--- src/sv/eti_pkg.sv ---
// ---------------------------------------------------------------------------
// eti_pkg: shared types and constants of the escape-time iteration block
// Fixed-point format, command and status groups between control and datapath.
// ---------------------------------------------------------------------------
package eti_pkg;

  localparam int WordBits  = 32;
  localparam int FracBits  = 24;
  localparam int CountBits = 16;
  localparam int RadiusBits = 31;
  localparam int ProdBits  = 2 * WordBits;

  typedef logic signed [WordBits-1:0]  word_t;
  typedef logic signed [ProdBits-1:0]  prod_t;
  typedef logic        [CountBits-1:0] count_t;
  typedef logic        [RadiusBits-1:0] radius_t;

  localparam word_t   WordMax   = {1'b0, {(WordBits-1){1'b1}}};
  localparam word_t   WordMin   = {1'b1, {(WordBits-1){1'b0}}};
  localparam count_t  CountMax  = {CountBits{1'b1}};

  localparam count_t  MaxIterReset = 16'd50000;
  localparam radius_t RadiusReset  = 31'd67108864;

  // configuration register indexes
  typedef enum logic [0:0] {
    CFG_MAX_ITER = 1'b0,
    CFG_RADIUS   = 1'b1
  } cfg_index_t;

  // controller to datapath
  typedef struct packed {
    logic start;    // load c, clear orbit and count
    logic advance;  // take one step of the map
    logic load_out; // capture the result into the output register
  } dp_cmd_t;

  // datapath to controller
  typedef struct packed {
    logic finish;   // limit reached or orbit escaped
  } dp_stat_t;

  // saturate a wide value to the word range
  function automatic word_t sat_prod(input prod_t v);
    logic all_one;
    logic all_zero;
    all_one  = &v[ProdBits-1:WordBits-1];
    all_zero = ~|v[ProdBits-1:WordBits-1];
    if (all_one || all_zero) begin
      return v[WordBits-1:0];
    end else if (v[ProdBits-1]) begin
      return WordMin;
    end else begin
      return WordMax;
    end
  endfunction

  // saturating add and subtract of two words
  function automatic word_t sat_add(input word_t a, input word_t b);
    logic signed [WordBits:0] s;
    s = {a[WordBits-1], a} + {b[WordBits-1], b};
    if (s[WordBits] != s[WordBits-1]) begin
      return s[WordBits] ? WordMin : WordMax;
    end
    return s[WordBits-1:0];
  endfunction

  function automatic word_t sat_sub(input word_t a, input word_t b);
    logic signed [WordBits:0] s;
    s = {a[WordBits-1], a} - {b[WordBits-1], b};
    if (s[WordBits] != s[WordBits-1]) begin
      return s[WordBits] ? WordMin : WordMax;
    end
    return s[WordBits-1:0];
  endfunction

endpackage

--- src/sv/eti_ctrl.sv ---
// ---------------------------------------------------------------------------
// eti_ctrl: controller of the escape-time iteration
// Sequences multiply and check cycles and owns both handshakes.
// ---------------------------------------------------------------------------
module eti_ctrl (
  input  logic               clk,
  input  logic               rst,
  input  logic               s_tvalid,
  output logic               s_tready,
  output logic               m_tvalid,
  input  logic               m_tready,
  output eti_pkg::dp_cmd_t   cmd,
  input  eti_pkg::dp_stat_t  stat
);
  import eti_pkg::*;

  typedef enum logic [1:0] {
    ST_IDLE,
    ST_MUL,
    ST_CHK,
    ST_HOLD
  } state_t;

  state_t state;
  logic   out_free;

  assign out_free = !m_tvalid || m_tready;
  // take no beat while reset is held
  assign s_tready = (state == ST_IDLE) && !rst;

  always_comb begin
    cmd = '0;
    case (state)
      ST_IDLE: cmd.start    = s_tvalid;
      ST_MUL:  ;
      ST_CHK: begin
        cmd.advance  = !stat.finish;
        cmd.load_out = stat.finish && out_free;
      end
      ST_HOLD: cmd.load_out = out_free;
      default: ;
    endcase
  end

  always_ff @(posedge clk) begin
    if (rst) begin
      state    <= ST_IDLE;
      m_tvalid <= 1'b0;
    end else begin
      if (m_tvalid && m_tready) begin
        m_tvalid <= 1'b0;
      end
      if (cmd.load_out) begin
        m_tvalid <= 1'b1;
      end
      case (state)
        ST_IDLE: begin
          if (s_tvalid) begin
            state <= ST_MUL;
          end
        end
        ST_MUL: state <= ST_CHK;
        ST_CHK: begin
          if (!stat.finish) begin
            state <= ST_MUL;
          end else if (out_free) begin
            state <= ST_IDLE;
          end else begin
            state <= ST_HOLD;
          end
        end
        ST_HOLD: begin
          if (out_free) begin
            state <= ST_IDLE;
          end
        end
        default: state <= ST_IDLE;
      endcase
    end
  end

endmodule

--- config.mk ---
export PLATFORM = sky130hd
export DESIGN_NAME = eti_ctrl
export DESIGN_NICKNAME = d
export VERILOG_FILES = /design/src/sv/eti_pkg.sv /design/src/sv/eti_ctrl.sv
export SDC_FILE = /design/constraint.sdc
export NUM_CORES = 1
export LEC_CHECK = 0
export ABC_CLOCK_PERIOD_IN_PS = 1200
export BUFFER_PORTS_ARGS = -buffer_cell sky130_fd_sc_hd__buf_2
export CORE_AREA = 2 2 39 41
export DETAILED_ROUTE_END_ITERATION = 8
export DIE_AREA = 0 0 41 43
export GPL_ROUTABILITY_DRIVEN = 0
export SLEW_MARGIN = 20
export SYNTH_ARGS = -nofsm -noshare
export SYNTH_HDL_FRONTEND = slang
export SYNTH_SLANG_ARGS = --single-unit
--- constraint.sdc ---
create_clock -name clk -period 1.2 [get_ports clk]
set_clock_uncertainty 0.2 [all_clocks]
set_input_delay 0.12 -clock clk [delete_from_list [all_inputs] [get_ports clk]]
set_output_delay 0.12 -clock clk [all_outputs]
set_load 0.01 [all_outputs]
# --- After elaboration in Yosys (flattened, before gate mapping) ---
# Cells that the tools add are included.
op_classes:
  eq_ne: 5
  muxes: 10
  reduce_logical: 10
ops:
  columns: ["op", "n"]
  rows:
  - ["$mux 2", 4]
  - ["$pmux 2 s4", 1]
  - ["$eq 2x2->1 const B", 2]
  - ["$mux 1", 4]
  - ["$ne 2x2->1 const B", 2]
  - ["$logic_and 1x1->1", 3]
  - ["$logic_not 1->1", 3]
  - ["$eq 2x1->1 const B", 1]
  - ["$logic_not 2->1", 1]
  - ["$pmux 1 s2", 1]
  - ["$reduce_and 2->1", 1]
  - ["$reduce_bool 2->1", 1]
  - ["$logic_or 1x1->1", 1]
word_totals:
  reg_bits: 3
  input_bits: 5
  output_inout_bits: 5
  elab_cells: 27

# --- Longest topological paths before layout ---
# Gate-level depths: netlist of run 1.
depth:
  ltp_word: 5
  ltp_mapped: 2
  depth_no_buf: 2

# --- Worst setup path after synthesis of run 1 ---
# No wires, ideal clock.
synth_timing:
  path_type: "register -> output"
  from: "register state[1]"
  to: "output cmd[1] in the netlist's numbering"
  t_arrival_ns: 0.778
  required_ns: 0.880
  slack_ns: 0.102
  stages_incl_launch_ff: 3
  n_path_buf: 0
  path_cell_list: "dfxtp_1 -> inv_1 -> nor3_1"
synth_lines:
  columns: ["item", "line_no", "source"]
  rows:
  - ["from (decl)", "eti_ctrl.sv:24", "state_t state;"]
  - ["from (signal assigned)", "eti_ctrl.sv:47", "state <= ST_IDLE;"]
  - ["from (signal assigned)", "eti_ctrl.sv:59", "state <= ST_MUL;"]
  - ["from (signal assigned)", "eti_ctrl.sv:62", "ST_MUL: state <= ST_CHK;"]
  - ["to (decl)", "eti_ctrl.sv:12", "output eti_pkg::dp_cmd_t cmd,"]

==> summary.txt, run 1 <==
Setup path
  – Largest delay share family, worst path: flip-flops
  – Crit. End Element: primary output
  – CP peak stage delay: between 0.3 and 0.4 ns
  – Critical Path Start Type: flop
  – Buffers & Inverters on Critical Path: 1
  – Critical path's slowest cell: dfxtp_2
  – Critical path class: flop to primary output
  – Critical Path RT: a little under 0.9 ns
  – CP Cell Sequence: o21a_1, and2_1, buf_2
  – Worst path arrival time: slightly below 1 ns
  – Critical Path Fanout Max: 3

Clock network
  – CTS buffer count: 3
  – CTS tree: yes
  – # hold bufs at CTS: 1
  – H-tree depth: 1
  – Clk Latency, worst-skew pair: between 0.2 and 0.25 ns
  – CTS Root Buffer Type: clkbuf_4
  – Clock slew seen by the registers of the worst setup and hold paths: around 0.030 ns
  – Sink Count: 3
  – Max clock buf depth: 2

Run
  – Max Cap Violations: 0

Outcome
  – Failing checks: negative hold slack, negative setup slack
  – Status: complete, but fails checks

Timing
  – Slew Limit Headroom: 0.849
  – Hold Slack: -0.0188 ns
  – Finish-stage setup viols: 4
  – RSZ-0062 raised after global routing: true
  – Final Hold Viols: 1
  – Minimum clock period: between 1 and 1.5 ns
  – Post-route setup slack: -0.0990 ns
  – Worst Max-Slew Pin Slew: around 0.23 ns
  – F_max: around 770 MHz
  – Fin crit share: 1.08
  – Final slew viol count: 0

Final layout
  – Layout Cells excl Fill: 50
  – Share of cells above drive strength 1: 0.618
  – Most common cell after layout, fill and taps aside: buf_2
  – Layout filler cell count: between 150 and 200
  – Most frequent cells in the layout: buf_2 (9), buf_4 (4), clkbuf_4 (3)
  – Design Area, Final: around 290 µm²
  – Layout area overhead: 104%
  – Antenna Cells: 0
  – Nets: 40

Floorplan
  – # IOs: 10
  – Cell Rows: 14
  – Die Span Y: roughly 43 µm
  – Core area: ~1400 µm²
  – Die Wd: between 40 and 50 µm
  – Die ar.: 1760 µm²
  – Initial core utilization: 0.102

Detailed routing
  – Number of routed nets with antenna violations: 0
  – DR vias/cell: 3.76
  – Starting DRT DRC Count: 0
  – Wire per inst: slightly below 9 µm
  – DR vias: about 190
  – Final wirelength: around 440 µm
  – Drt drc: 0
  – DR pass1 iterations: 1

Pwr
  – Pwr dens: approximately 1200 nW/µm²
  – Pleak: 0.130 nW
  – Peak supply drop: approximately 0.22 mV

Global routing
  – First-pass GRT wire length: about 630 µm
  – Largest net degree at the start of global routing: 6
  – Vias in the first global route: between 150 and 200
  – Total grt overflow: 0
  – Total GRT Usage: 0.0604
  – Initial antenna violation count: 0

Place
  – Place WS: 0.0496 ns
  – IO Port Bufs: 9
  – Placed Cells: 42
  – Placed Area: around 210 µm²

Worst hold path
  – Worst min path class: input pin to flop

Yosys
  – Synth Register Bits: 3
  – Avg Inst Size Synth: between 8 and 9 µm²
  – Yosys warning count: 0
  – Sequential area share after synthesis: 0.425
  – Cell Area, Synth: 141 µm²
  – Mapped Cells: 16
  – Syn nets: 21
  – Post-synthesis cell type count: 11
[timing repair]
item | in CTS | in global routing
setup buffers | 3 | 0
pin swaps | 2 | 1
endpoints found under the setup margin | 4 | 4
hold endpoints to repair | 3 | 1
resized for setup | 5 | 0
cloned | 0 | 0
[cells in the mapped netlist (all sizes together)]
library cell  n  area (µm²)
nor2          1        3.75
inv           1        3.75
nor3          2        10.0
a21oi         2        10.0
dfxtp         3        60.1
a211oi        1        7.51
and2          1        6.26
o21ai         1        5.00
a221oi        1        15.0
o21a          1        7.51
nand2b        2        12.5
[metal layers]
metal / global-route usage / up-vias / wire, µm
met3: 0.0471 / 0 / 47
met4: 0.0600 / 0 / 0
met5: 0 / - / 0
met1: 0.0485 / 86 / 146
li1: - / 96 / -
met2: 0.0844 / 6 / 241
[kinds of logic after synthesis]
logic type | after synthesis | synth area share
flops | 3 | 0.425
compound gates | 6 | 0.319
simple gates | 6 | 0.230
buf+inv | 1 | 0.0265
[layout make-up]
| class | count | area (µm²) | share of cell area |
|---|---|---|---|
| Clock buffer | 4 | 26.3 | 0.0913 |
| Timing Repair Buffer | 14 | 85.1 | 0.296 |
| Inverter | 1 | 3.75 | 0.0130 |
| Sequential cell | 3 | 65.1 | 0.226 |
| Tap cell | 16 | 20.0 | 0.0696 |
| Multi-Input combinational cell | 12 | 87.6 | 0.304 |
[sequential cells by signal (all words and copies together), names as in the netlist]
register and flops:
state 2, m_tvalid 1
[worst paths after layout]
path | startpoint | end | slack [ns] | depth (start not counted)
setup reg to reg | state[0]$_SDFFE_PP0P_ | state[0]$_SDFFE_PP0P_ | 0.06 | 3
setup / recovery | state[0]$_SDFFE_PP0P_ | cmd[0] | -0.1 | 3
hold / removal | s_tvalid | state[0]$_SDFFE_PP0P_ | -0.02 | 3
hold reg to reg | state[1]$_SDFFE_PP0P_ | state[0]$_SDFFE_PP0P_ | 0.36 | 2
[worst min-delay path, cell delays in order]
cell and delay (ns):
buf_2 0.10, nand2b_1 0.09, a221oi_2 0.06
[per-stage QoR]
step	utilization	total power, mW	TNS (ns)	hold WS [ns]
final	0.208	0.358	-0.244	-0.0188
after global placement	0.155	0.172	0	0.143
after CTS	0.208	0.368	-0.337	-0.0231
after global routing	0.208	0.389	-0.469	-0.0129
after floorplan	-	0.144	0	-0.0138
after detailed placement	0.155	0.172	0	0.141
[where the power goes]
group | total, mW | switching, mW | internal [mW]
clock | 0.172 | 0.0477 | 0.124
combinational | 0.0713 | 0.0336 | 0.0377
sequential | 0.115 | 0.00646 | 0.108
total | 0.358 | 0.0877 | 0.270
Note: power is estimated with default switching activity, not from simulation.
==> run 2: changes to the inputs <==
--- a/config.mk
+++ b/config.mk
@@ -11,6 +11,7 @@
 export DETAILED_ROUTE_END_ITERATION = 8
 export DIE_AREA = 0 0 41 43
 export GPL_ROUTABILITY_DRIVEN = 0
+export PLACE_DENSITY = 0.4
 export SLEW_MARGIN = 20
 export SYNTH_ARGS = -nofsm -noshare
 export SYNTH_HDL_FRONTEND = slang
==> summary.txt, run 2 (synthesis gave the netlist of run 1 again) <==
Global routing
  – Total GRT Usage: 0.0732 (was 0.0604)
  – Met3 Track Usage GR: 0.0942 (was 0.0471)
  – Total grt overflow: 0 (unchanged)
  – Largest net degree at the start of global routing: 6 (unchanged)
  – Initial antenna violation count: 0 (unchanged)
  – Met2 Resource Use GR: 0.0719 (was 0.0844)
  – M1 GR Usage: 0.0833 (was 0.0485)
  – Most Crowded Layer GR: met3 (was met2)
  – Vias in the first global route: 178 (was 171)
  – First-pass GRT wire length: 752 µm (was 627 µm)

Timing
  – Finish-stage setup viols: 4 (unchanged)
  – Fin crit share: 1.10 (was 1.08)
  – Final Hold Viols: 1 (unchanged)
  – Minimum clock period: 1.32 ns (was 1.30 ns)
  – Worst Max-Slew Pin Slew: 0.181 ns (was 0.225 ns)
  – Post-route setup slack: -0.120 ns (was -0.0990 ns)
  – Hold Slack: -0.0125 ns (was -0.0188 ns)
  – RSZ-0062 raised after global routing: true (unchanged)
  – F_max: 758 MHz (was 770 MHz)
  – Final slew viol count: 0 (unchanged)
  – Slew Limit Headroom: 0.878 (was 0.849)

Floorplan
  – Core area: 1380 µm² (unchanged)
  – Initial core utilization: 0.102 (unchanged)
  – Die Span Y: 43 µm (unchanged)
  – Cell Rows: 14 (unchanged)
  – Die Wd: 41 µm (unchanged)
  – Die ar.: 1760 µm² (unchanged)
  – # IOs: 10 (unchanged)

Final layout
  – Register with the most flip-flops: state (unchanged)
  – Share of cells above drive strength 1: 0.588 (was 0.618)
  – Most frequent cells in the layout: buf_2 (9), buf_4 (4), clkbuf_4 (3) (unchanged)
  – Registers with the most flip-flops: state x2, m_tvalid x1 (unchanged)
  – Layout filler cell count: 153 (was 161)
  – Design Area, Final: 278 µm² (was 288 µm²)
  – Antenna Cells: 0 (unchanged)
  – Most common cell after layout, fill and taps aside: buf_2 (unchanged)
  – Nets: 40 (unchanged)
  – Layout area overhead: 96.5% (was 104%)
  – Max reg flops: 2 (unchanged)

Outcome
  – Failing checks: negative hold slack, negative setup slack (unchanged)
  – Status: complete, but fails checks (unchanged)

Setup path
  – Critical path class: flop to primary output (unchanged)
  – Worst path arrival time: 1.00 ns (was 0.98 ns)
  – Crit. End Element: primary output (unchanged)
  – Critical Path RT: 0.88 ns (about the same)
  – Critical Path Start Type: flop (unchanged)
  – Critical Path Fanout Max: 5 (was 3)

Detailed routing
  – Wire per inst: 8.42 µm (was 8.72 µm)
  – Final wirelength: 421 µm (was 436 µm)
  – DR vias: 190 (was 188)
  – Number of routed nets with antenna violations: 0 (unchanged)
  – DR pass1 iterations: 4 (was 1)
  – Drt drc: 0 (unchanged)
  – DR vias/cell: 3.80 (was 3.76)
  – Starting DRT DRC Count: 3 (was 0)

Clock network
  – Max clock buf depth: 2 (unchanged)
  – Sink Count: 3 (unchanged)
  – Clock slew seen by the registers of the worst setup and hold paths: 0.04 ns (was 0.03 ns)
  – H-tree depth: 1 (unchanged)
  – Clk Latency, worst-skew pair: 0.23 ns (about the same)
  – CTS tree: yes (unchanged)
  – CTS Root Buffer Type: clkbuf_4 (unchanged)
  – CTS buffer count: 3 (unchanged)

Place
  – Placed Area: 221 µm² (was 214 µm²)
  – Place WS: 0.0466 ns (was 0.0496 ns)
  – IO Port Bufs: 9 (unchanged)
  – HPWL Detailed: between 200 and 300 µm

Pwr
  – Peak supply drop: 0.680 mV (was 0.216 mV)
  – Pleak: 0.129 nW (was 0.130 nW)
  – Pwr dens: 1310 nW/µm² (was 1240 nW/µm²)

Run
  – Max Cap Violations: 0 (unchanged)

Worst hold path
  – Worst min path class: input pin to flop (unchanged)
run 2: cell counts in the layout (fill, tap and decap cells not counted):
Identical to the previous run, type by type.
run 2: path summary, 6_finish.rpt:
kind / startpoint / end / slack, ns / cells past startpoint
hold reg to reg: m_tvalid$_SDFFE_PP0P_ / state[0]$_SDFFE_PP0P_ / 0.37 / 2
hold / removal: s_tvalid / state[0]$_SDFFE_PP0P_ / -0.01 / 3
setup / recovery: state[0]$_SDFFE_PP0P_ / cmd[0] / -0.12 / 3
setup reg to reg: state[0]$_SDFFE_PP0P_ / state[0]$_SDFFE_PP0P_ / 0.03 / 3
run 2: where the power goes:
part | switching, mW | internal (mW)
Clock | 0.0548 | 0.125
Sequential | 0.00791 | 0.108
Combinational | 0.0297 | 0.0381
Total | 0.0924 | 0.271
run 2: layout make-up:
type,instances,area (µm²),share of cell area
repair buffers,14,85.1,0.306
clock buffers,4,26.3,0.0946
multi-input cells,12,77.6,0.279
inverters,1,3.75,0.0135
flip-flops and latches,3,65.1,0.234
well taps,16,20.0,0.0721
run 2: per-layer routing:
metal / up-vias / wire length [µm]
met5: - / 0
met1: 79 / 184
met4: 0 / 4
met2: 16 / 135
li1: 93 / -
met3: 2 / 96
run 2: critical path, cell delays in order (launching register included):
cell	delay [ns]
dfxtp_2	0.33
o21a_1	0.18
and2_1	0.13
buf_2	0.13
run 2: metrics by stage:
step                utilization  setup TNS (ns)  instances  power [mW]
CTS                       0.201          -0.277         50       0.371
global placement          0.160               0         43       0.176
floorplan                     -               0         16       0.144
global route              0.201          -0.496         50       0.399
detailed placement        0.160               0         43       0.174
finish                    0.201          -0.225         50       0.363
run 2: what timing repair did:
action | 4_1_cts | 5_1_grt
setup endpoints to repair | 4 | 5
hold buffers | 1 | 0
endpoints found under the hold margin | 3 | 0
setup buffers | 2 | 0
pin swaps | 3 | 0
resized for setup | 4 | 0
